## config.mk

```make
export PLATFORM = sky130hd
export DESIGN_NAME = timer_slot_table_top
export DESIGN_NICKNAME = d
export VERILOG_FILES = /design/src/rtl/tst_pkg.sv /design/src/rtl/tst_slot_mem.sv /design/src/rtl/tst_div10.sv /design/src/rtl/timer_slot_table_top.sv
export SDC_FILE = /design/constraint.sdc
export NUM_CORES = 2
export LEC_CHECK = 0
export BUFFER_PORTS_ARGS = -buffer_cell sky130_fd_sc_hd__buf_2
export CAP_MARGIN = 20
export CORE_ASPECT_RATIO = 1.75
export CORE_MARGIN = 2
export CORE_UTILIZATION = 58
export DETAILED_ROUTE_END_ITERATION = 16
export PLACE_DENSITY = 0.77
export SLEW_MARGIN = 20
export SYNTH_ARGS = -nofsm -noshare
export SYNTH_HDL_FRONTEND = slang
export SYNTH_SLANG_ARGS = --single-unit
```

## constraint.sdc

```tcl
create_clock -name clk -period 7.8 [get_ports clk]
set_input_delay 0.39 -clock clk [delete_from_list [all_inputs] [get_ports clk]]
set_output_delay 0.39 -clock clk [all_outputs]
set_load 0.01 [all_outputs]
```

## src/rtl/tst_pkg.sv

```systemverilog
// tst_pkg: shared types and constants of the timer slot table.
// Used by every module in rtl/; depends on nothing.
package tst_pkg;

  localparam int NUM_SLOTS_DEF = 16;
  localparam int INTERVAL_W    = 29;
  localparam int DUE_W         = 64;

  // delay_ms / 10 as multiply by reciprocal, exact for all 32-bit inputs
  localparam logic [31:0] DIV_RECIP = 32'hCCCC_CCCD;
  localparam int          DIV_SHIFT = 35;
  localparam logic [INTERVAL_W-1:0] MIN_TICKS = INTERVAL_W'(1);

  // command codes
  localparam logic [1:0] CMD_SET   = 2'd0;
  localparam logic [1:0] CMD_CLEAR = 2'd1;
  localparam logic [1:0] CMD_TICK  = 2'd2;

  // status codes
  localparam logic [1:0] STS_OK          = 2'd0;
  localparam logic [1:0] STS_NO_FREE     = 2'd1;
  localparam logic [1:0] STS_BAD_ID      = 2'd2;
  localparam logic [1:0] STS_NOTHING_DUE = 2'd3;

  typedef struct packed {
    logic [1:0]  command;
    logic [31:0] delay_ms;
    logic        periodic;
    logic [4:0]  slot_id;
    logic [63:0] now_ticks;
  } in_word_t;

  typedef struct packed {
    logic [1:0] status;
    logic [4:0] result_id;
    logic       fired;
    logic       last;
    logic [4:0] active_count;
  } out_word_t;

  typedef struct packed {
    logic                  periodic;
    logic [INTERVAL_W-1:0] interval;
    logic [DUE_W-1:0]      due;
  } slot_ent_t;

  typedef enum logic [2:0] {
    ST_IDLE,
    ST_SET,
    ST_SINGLE,
    ST_TICK_RD,
    ST_TICK_EV,
    ST_TICK_END
  } fsm_t;

endpackage

```

## src/rtl/tst_slot_mem.sv

```systemverilog
// tst_slot_mem: per-slot storage (repeat flag, interval, due time).
// One write port, one read port, registered read data. Uses tst_pkg.
module tst_slot_mem #(
  parameter int NUM_SLOTS = tst_pkg::NUM_SLOTS_DEF,
  parameter int IDX_W     = (NUM_SLOTS > 1) ? $clog2(NUM_SLOTS) : 1
) (
  input  logic                clk,
  input  logic                rst_n,
  input  logic                we,
  input  logic [IDX_W-1:0]    waddr,
  input  tst_pkg::slot_ent_t  wdata,
  input  logic                re,
  input  logic [IDX_W-1:0]    raddr,
  output tst_pkg::slot_ent_t  rdata
);
  import tst_pkg::*;

  slot_ent_t mem [NUM_SLOTS];
  slot_ent_t rdata_r;

  always_ff @(posedge clk) begin
    if (we) begin
      mem[waddr] <= wdata;
    end
  end

  always_ff @(posedge clk) begin
    if (re) begin
      rdata_r <= mem[raddr];
    end
  end

  assign rdata = rdata_r;

  // controller never reads the entry it is writing back in the same cycle
  a_no_rw_same: assert property (@(posedge clk) disable iff (!rst_n)
    we && re |-> waddr != raddr)
    else $error("slot memory read and write hit the same entry");

endmodule

```

## src/rtl/tst_div10.sv

```systemverilog
// tst_div10: delay_ms to tick interval (divide by 10, at least 1 tick).
// Reciprocal multiply, product registered. Uses tst_pkg.
module tst_div10 (
  input  logic                            clk,
  input  logic                            en,
  input  logic [31:0]                     delay_ms,
  output logic [tst_pkg::INTERVAL_W-1:0]  ticks
);
  import tst_pkg::*;

  logic [63:0]           prod_r;
  logic [INTERVAL_W-1:0] quot;

  always_ff @(posedge clk) begin
    if (en) begin
      prod_r <= 64'(delay_ms) * 64'(DIV_RECIP);
    end
  end

  assign quot  = prod_r[DIV_SHIFT +: INTERVAL_W];
  assign ticks = (quot < MIN_TICKS) ? MIN_TICKS : quot;

endmodule

```

## src/rtl/timer_slot_table_top.sv

```systemverilog
// timer_slot_table_top: table of software timer slots with set/clear/tick.
// Instantiates tst_slot_mem and tst_div10; uses tst_pkg.
//
// Usage:
//   in_valid/in_stall/in_data carry one command word. in_stall is high
//   whenever a command is still being worked on; one command at a time.
//   out_valid/out_stall/out_data carry result words from an output register.
//   Set, clear and unknown commands give one word, loaded into the output
//   register from ST_SET or ST_SINGLE once that register is free.
//   Tick walks the slot memory once, one entry per cycle while not held by
//   output stall, and gives one word per due slot in index order, or one
//   nothing-due word if none is due; the final word of a command has last set.
//   The walk is paced by the single read port of the slot memory.
//   If out_stall is held, the walk pauses at a due slot while a word is
//   pending and resumes when the output register drains; nothing is dropped.
//   Reset frees every slot (used bits are flip-flops cleared at once); the
//   slot memory itself is not cleared, entries are written by set before use.
//   No clearing pass is needed after reset.
module timer_slot_table_top #(
  parameter int NUM_SLOTS = tst_pkg::NUM_SLOTS_DEF
) (
  input  logic               clk,
  input  logic               rst_n,
  input  logic               in_valid,
  output logic               in_stall,
  input  tst_pkg::in_word_t  in_data,
  output logic               out_valid,
  input  logic               out_stall,
  output tst_pkg::out_word_t out_data
);
  import tst_pkg::*;

  localparam int IDX_W  = (NUM_SLOTS > 1) ? $clog2(NUM_SLOTS) : 1;
  localparam int CNT_RAW = $clog2(NUM_SLOTS + 1);
  localparam int CNT_W  = (CNT_RAW > 5) ? CNT_RAW : 5;

  fsm_t                 state_r, state_nxt;
  in_word_t             in_r;
  logic [NUM_SLOTS-1:0] used_r, used_nxt;
  logic [CNT_W-1:0]     count_r, count_nxt;
  logic [IDX_W-1:0]     idx_r, idx_nxt;

  // pending tick result: held back until we know whether it is the last one
  logic                 pend_valid_r, pend_valid_nxt;
  logic [4:0]           pend_id_r, pend_id_nxt;
  logic [4:0]           pend_cnt_r, pend_cnt_nxt;

  logic                 out_valid_r, out_valid_nxt;
  out_word_t            out_r, out_nxt;

  // slot memory port
  logic                 mem_we, mem_re;
  logic [IDX_W-1:0]     mem_waddr, mem_raddr;
  slot_ent_t            mem_wdata, mem_rdata;

  logic                  div_en;
  logic [INTERVAL_W-1:0] ticks;

  logic                  accept;
  logic                  out_free;
  logic                  free_found;
  logic [IDX_W-1:0]      free_idx;
  logic [6:0]            free_id7, ev_id7, clr_m1;
  logic [IDX_W-1:0]      clr_idx;
  logic                  clr_ok;
  logic                  ev_due;
  logic [CNT_W-1:0]      ev_cnt;

  tst_slot_mem #(
    .NUM_SLOTS (NUM_SLOTS),
    .IDX_W     (IDX_W)
  ) u_mem (
    .clk   (clk),
    .rst_n (rst_n),
    .we    (mem_we),
    .waddr (mem_waddr),
    .wdata (mem_wdata),
    .re    (mem_re),
    .raddr (mem_raddr),
    .rdata (mem_rdata)
  );

  tst_div10 u_div (
    .clk      (clk),
    .en       (div_en),
    .delay_ms (in_data.delay_ms),
    .ticks    (ticks)
  );

  assign in_stall  = (state_r != ST_IDLE);
  assign accept    = in_valid && !in_stall;
  assign out_valid = out_valid_r;
  assign out_data  = out_r;
  assign out_free  = !out_valid_r || !out_stall;

  // lowest free slot
  always_comb begin
    free_found = 1'b0;
    free_idx   = '0;
    for (int i = NUM_SLOTS - 1; i >= 0; i--) begin
      if (!used_r[i]) begin
        free_found = 1'b1;
        free_idx   = IDX_W'(i);
      end
    end
  end

  assign free_id7 = 7'(free_idx) + 7'd1;
  assign ev_id7   = 7'(idx_r) + 7'd1;
  assign clr_m1   = 7'(in_r.slot_id) - 7'd1;
  assign clr_idx  = clr_m1[IDX_W-1:0];
  assign clr_ok   = (in_r.slot_id != 5'd0) && (32'(in_r.slot_id) <= 32'(NUM_SLOTS));

  // slot under scan is due when used and now has reached its due time
  assign ev_due = used_r[idx_r] && !(in_r.now_ticks < mem_rdata.due);
  assign ev_cnt = mem_rdata.periodic ? count_r : count_r - CNT_W'(1);

  always_comb begin
    state_nxt      = state_r;
    used_nxt       = used_r;
    count_nxt      = count_r;
    idx_nxt        = idx_r;
    pend_valid_nxt = pend_valid_r;
    pend_id_nxt    = pend_id_r;
    pend_cnt_nxt   = pend_cnt_r;
    out_valid_nxt  = out_valid_r && out_stall;
    out_nxt        = out_r;
    mem_we         = 1'b0;
    mem_waddr      = idx_r;
    mem_wdata      = mem_rdata;
    mem_re         = 1'b0;
    mem_raddr      = idx_r;
    div_en         = 1'b0;

    case (state_r)
      ST_IDLE: begin
        if (accept) begin
          div_en = 1'b1;
          case (in_data.command)
            CMD_SET:  state_nxt = ST_SET;
            CMD_TICK: state_nxt = ST_TICK_RD;
            default:  state_nxt = ST_SINGLE;
          endcase
        end
      end

      ST_SET: begin
        if (out_free) begin
          out_valid_nxt = 1'b1;
          if (free_found) begin
            used_nxt[free_idx] = 1'b1;
            count_nxt          = count_r + CNT_W'(1);
            mem_we             = 1'b1;
            mem_waddr          = free_idx;
            mem_wdata.periodic = in_r.periodic;
            mem_wdata.interval = ticks;
            mem_wdata.due      = in_r.now_ticks + DUE_W'(ticks);
            out_nxt = '{status: STS_OK, result_id: free_id7[4:0], fired: 1'b0,
                        last: 1'b1, active_count: count_nxt[4:0]};
          end else begin
            out_nxt = '{status: STS_NO_FREE, result_id: 5'd0, fired: 1'b0,
                        last: 1'b1, active_count: count_r[4:0]};
          end
          state_nxt = ST_IDLE;
        end
      end

      ST_SINGLE: begin
        if (out_free) begin
          out_valid_nxt = 1'b1;
          if (in_r.command == CMD_CLEAR && clr_ok) begin
            used_nxt[clr_idx] = 1'b0;
            count_nxt         = count_r - CNT_W'(used_r[clr_idx]);
            out_nxt = '{status: STS_OK, result_id: in_r.slot_id, fired: 1'b0,
                        last: 1'b1, active_count: count_nxt[4:0]};
          end else if (in_r.command == CMD_CLEAR) begin
            out_nxt = '{status: STS_BAD_ID, result_id: 5'd0, fired: 1'b0,
                        last: 1'b1, active_count: count_r[4:0]};
          end else begin
            out_nxt = '{status: STS_NOTHING_DUE, result_id: 5'd0, fired: 1'b0,
                        last: 1'b1, active_count: count_r[4:0]};
          end
          state_nxt = ST_IDLE;
        end
      end

      ST_TICK_RD: begin
        mem_re    = 1'b1;
        mem_raddr = '0;
        idx_nxt   = '0;
        state_nxt = ST_TICK_EV;
      end

      ST_TICK_EV: begin
        // a due slot replaces the pending word, which must move out first
        if (!ev_due || !pend_valid_r || out_free) begin
          if (ev_due) begin
            if (pend_valid_r) begin
              out_valid_nxt = 1'b1;
              out_nxt = '{status: STS_OK, result_id: pend_id_r, fired: 1'b1,
                          last: 1'b0, active_count: pend_cnt_r};
            end
            if (mem_rdata.periodic) begin
              mem_we        = 1'b1;
              mem_waddr     = idx_r;
              mem_wdata.due = in_r.now_ticks + DUE_W'(mem_rdata.interval);
            end else begin
              used_nxt[idx_r] = 1'b0;
            end
            count_nxt      = ev_cnt;
            pend_valid_nxt = 1'b1;
            pend_id_nxt    = ev_id7[4:0];
            pend_cnt_nxt   = ev_cnt[4:0];
          end
          if (idx_r == IDX_W'(NUM_SLOTS - 1)) begin
            state_nxt = ST_TICK_END;
          end else begin
            mem_re    = 1'b1;
            mem_raddr = idx_r + IDX_W'(1);
            idx_nxt   = idx_r + IDX_W'(1);
          end
        end
      end

      ST_TICK_END: begin
        if (out_free) begin
          out_valid_nxt = 1'b1;
          if (pend_valid_r) begin
            out_nxt = '{status: STS_OK, result_id: pend_id_r, fired: 1'b1,
                        last: 1'b1, active_count: pend_cnt_r};
          end else begin
            out_nxt = '{status: STS_NOTHING_DUE, result_id: 5'd0, fired: 1'b0,
                        last: 1'b1, active_count: count_r[4:0]};
          end
          pend_valid_nxt = 1'b0;
          state_nxt      = ST_IDLE;
        end
      end

      default: begin
        state_nxt = ST_IDLE;
      end
    endcase
  end

  always_ff @(posedge clk) begin
    if (!rst_n) begin
      state_r      <= ST_IDLE;
      used_r       <= '0;
      count_r      <= '0;
      pend_valid_r <= 1'b0;
      out_valid_r  <= 1'b0;
    end else begin
      state_r      <= state_nxt;
      used_r       <= used_nxt;
      count_r      <= count_nxt;
      pend_valid_r <= pend_valid_nxt;
      out_valid_r  <= out_valid_nxt;
    end
  end

  always_ff @(posedge clk) begin
    if (accept) begin
      in_r <= in_data;
    end
    idx_r      <= idx_nxt;
    pend_id_r  <= pend_id_nxt;
    pend_cnt_r <= pend_cnt_nxt;
    out_r      <= out_nxt;
  end

  // running count tracks the used bits
  a_count: assert property (@(posedge clk) disable iff (!rst_n)
    count_r == CNT_W'($countones(used_r)))
    else $error("active count out of step with used bits");

  // a held-back tick word only exists during the scan
  a_pend_scope: assert property (@(posedge clk) disable iff (!rst_n)
    pend_valid_r |-> state_r == ST_TICK_EV || state_r == ST_TICK_END)
    else $error("pending tick word outside a tick scan");

  // scan index stays inside the table
  a_idx_range: assert property (@(posedge clk) disable iff (!rst_n)
    state_r == ST_TICK_EV |-> int'(idx_r) < NUM_SLOTS)
    else $error("scan index beyond last slot");

endmodule
```

==> results.cfg <==
[power]
power_frac_comb_pct = 55.1
seqPwrFrac_pct = 27.9
p_leak_nw = 38.0
power_frac_clock_pct = 16.9
switching_share_pct = 40.6
switchingPower_mw = 17.8
p_int_mw = 26.0
powerDensity_nw_per_um2 = 429
ir_worst_vdd_mv = 0.763

[layout]
multi_input_area_sq_um = 36100
final_cell_area_sq_um = 102000
final_common_cell = edfxtp_1
final_cell_mix = edfxtp_1 (1723), inv_1 (622), ha_1 (482)
regArea_sq_um = 52300
fillers = 11300
drive_above_1_share_pct = 10.0
area_growth_pct = 11.0
nNetsFinal = 8069

[floorplanning]
die_area_sq_um = 162000
pin_count = 124
die_w_um = 305
core-area_sq_um = 158000
row_count = 193
die_y_um = 531
initial_utilization_pct = 58.3

[drt]
drc = 0
first_pass_iters = 8
drt_wl_total_mm = 285
ant_nets = 0
wl_per_cell_um = 30.8
via_count = 62500
first_iter_violations = 7170
vias_per_cell = 6.75

[sta]
skew_ns = 0.0415
setup_viol = 0
period_minus_slack_ns = 7.53
slew_violations = 0
hold_viol_final = 0
tightest_slew_ns = 1.13
relSlewSlack_pct = 24.8
rsz0062_at_grt = no
min_period_over_period_pct = 96.5
tns_ns = 0
fmax_mhz = 133

[clock_tree]
cts.sinks = 1753
clockRootBuffer = clkbuf_16
cts_resized = 0
cts_buffer_depth = 4
clk_pin_slew_worst_paths_ns = 0.06
numCtsBuffers = 153
cts_tree = built
insertion_delay_ns = 0.80
htreeDepth = 4

[synth]
netlist.area_leader.share_pct = 56.2
synth_area_per_cell_sq_um = 13.5
syn-cell-area_sq_um = 92100
async_flop_share_pct = 0
synthDistinctLibCells = 79
ys_warn_count = 0
yosysTopAreaCell = edfxtp_1
synth.net_count = 7825
ys_seq_area_share_pct = 56.8
synth_seq_cells = 1753
synth_edf_count = 1723
syn_inst = 6847
synthTopCellsByArea = edfxtp_1 (56%), fa_1 (8.4%), ha_1 (6.5%), mux2i_1 (4.2%), inv_1 (2.5%)
ys.flop_type = edfxtp_1

[critical_path]
crit_fanout = 4
endpoint_kind = flip-flop
cp-start-kind = primary input
max_stage_delay_ns = 0.59
cp_slowest_cell = fa_1
arrival_ns = 8.05
critical_path_required_ns = 8.33
cp_cell_sequence = buf_2 > buf_4 > ha_1 > buf_4 > ha_1 > fa_1 > inv_1 > fa_1 > inv_1 > fa_1 > fa_1 > fa_1 > fa_1 > ha_1 > nand3_1 > nor3_1 > nand3_1 > a311o_1 > a211o_1 > a21oi_1 > o21ai_0 > o41ai_1 > a21oi_1 > xnor2_1
critPathKind = primary input to flip-flop
crit_path_frequent_cell = fa_1

[run_status]
status = complete, no violations

[grt]
grt_pass1_wl_mm = 411
grt_overflow = 0
antenna_found_initial = 15
grt_pass1_vias = 63500
globalRouteTotalUtil_pct = 34.9
grt_max_degree = 104

[placement]
gp_congestion = 1.03
port-buffer-count = 123
hpwl_mm = 186
dpl_cell_area_sq_um = 96800

[job]
cap_violations = 0

[min_path]
hold_path_class = primary input to flip-flop
[power groups by stage]
stage / Clock (mW) / Combinational, mW / Sequential [mW]
2_1_floorplan: 0 / 15.9 / 12.2
3_3_place_gp: 0 / 23.2 / 12.4
3_5_place_dp: 0 / 23.8 / 12.4
4_1_cts: 7.47 / 24.1 / 12.2
5_1_grt: 7.80 / 26.7 / 12.2
6_report: 7.43 / 24.2 / 12.2
[worst max-delay path, delay by kind of cell]
family	cells	cell delay [ns]
AO/OA/AOI/OAI	6	1.77
XOR/XNOR	1	0.15
adder cells (fa/ha/maj)	9	3.96
buffers and inverters	5	0.96
AND/OR/NAND/NOR	3	0.79
[state kept, by name, summed over array words and instances, names as in the netlist, 4 cells and up]
register	cells
u_mem.mem	1504
u_mem.rdata	94
in_r	72
u_div.prod_r	29
used_r	16
out_data	14
count_r	5
pend_cnt_r	5
pend_id_r	5
idx_r	4
[what timing repair did]
item,CTS,global route
endpoints found under the hold margin,85,0
hold buffers,74,0
setup buffers,0,0
[cells in the mapped netlist (92+ instances only)]
master	instances
clkbuf_1	315
nand3_1	342
or3b_1	94
fa_1	388
o21ai_0	399
mux2i_1	382
nor2_1	124
o22ai_1	197
a2111oi_0	190
ha_1	482
a21oi_1	137
nand2_1	275
a211oi_1	205
xnor2_1	92
inv_1	623
edfxtp_1	1723
[stage by stage]
stage	worst slack, ns	power, mW	util [%]	hold slack (ns)	instances
CTS	0.475	43.8	64.7	0.221	9239
global route	0.0796	46.7	64.8	0.253	9245
detailed placement	-0.350	36.2	61.3	0.547	8906
floorplan	0.508	28.1	-	0.483	6847
finish	0.272	43.9	64.8	0.251	9247
global placement	-0.233	35.6	61.2	0.541	8905
[cell type report]
cell class                 instances  share of cell area, %
tap                             2047                   2.50
antenna                            5                 0.0122
clock inverter                    77                  0.704
timing repair buffer             494                   4.14
inverter                         624                   2.30
multi-input combinational       4065                   35.3
clock buffer                     182                   3.91
sequential                      1753                   51.2
[logic make-up after synthesis]
family / share of synthesized area [%]
muxes: 5.57
adders and majority gates: 15.0
buffers and inverters: 4.37
AOI/OAI and AO/OA: 10.6
DFF: 56.8
and+or+nand+nor: 5.94
xor gates and xnor gates: 1.74
[path summary, 6_finish.rpt]
| check | depth (start not counted) | startpoint | end | slack, ns |
|---|---|---|---|---|
| max | 24 | in_data[87] | u_div.prod_r[61] | 0.27 |
| min | 2 | in_valid | u_div.prod_r[52] | 0.25 |
| max reg2reg | 14 | in_r[60] | u_mem.rdata[79] | 1.07 |
| min reg2reg | 1 | pend_cnt_r[4] | out_data[4] | 0.56 |
[layer usage]
layer	vias up	share of wire (%)	global-route usage [%]
met5	-	0.040	0
met4	16	8.9	26.4
li1	26200	-	-
met1	30900	32	38.3
met2	4105	50	60.6
met3	1244	9.0	5.96
Note: power is estimated with default switching activity, not from simulation.
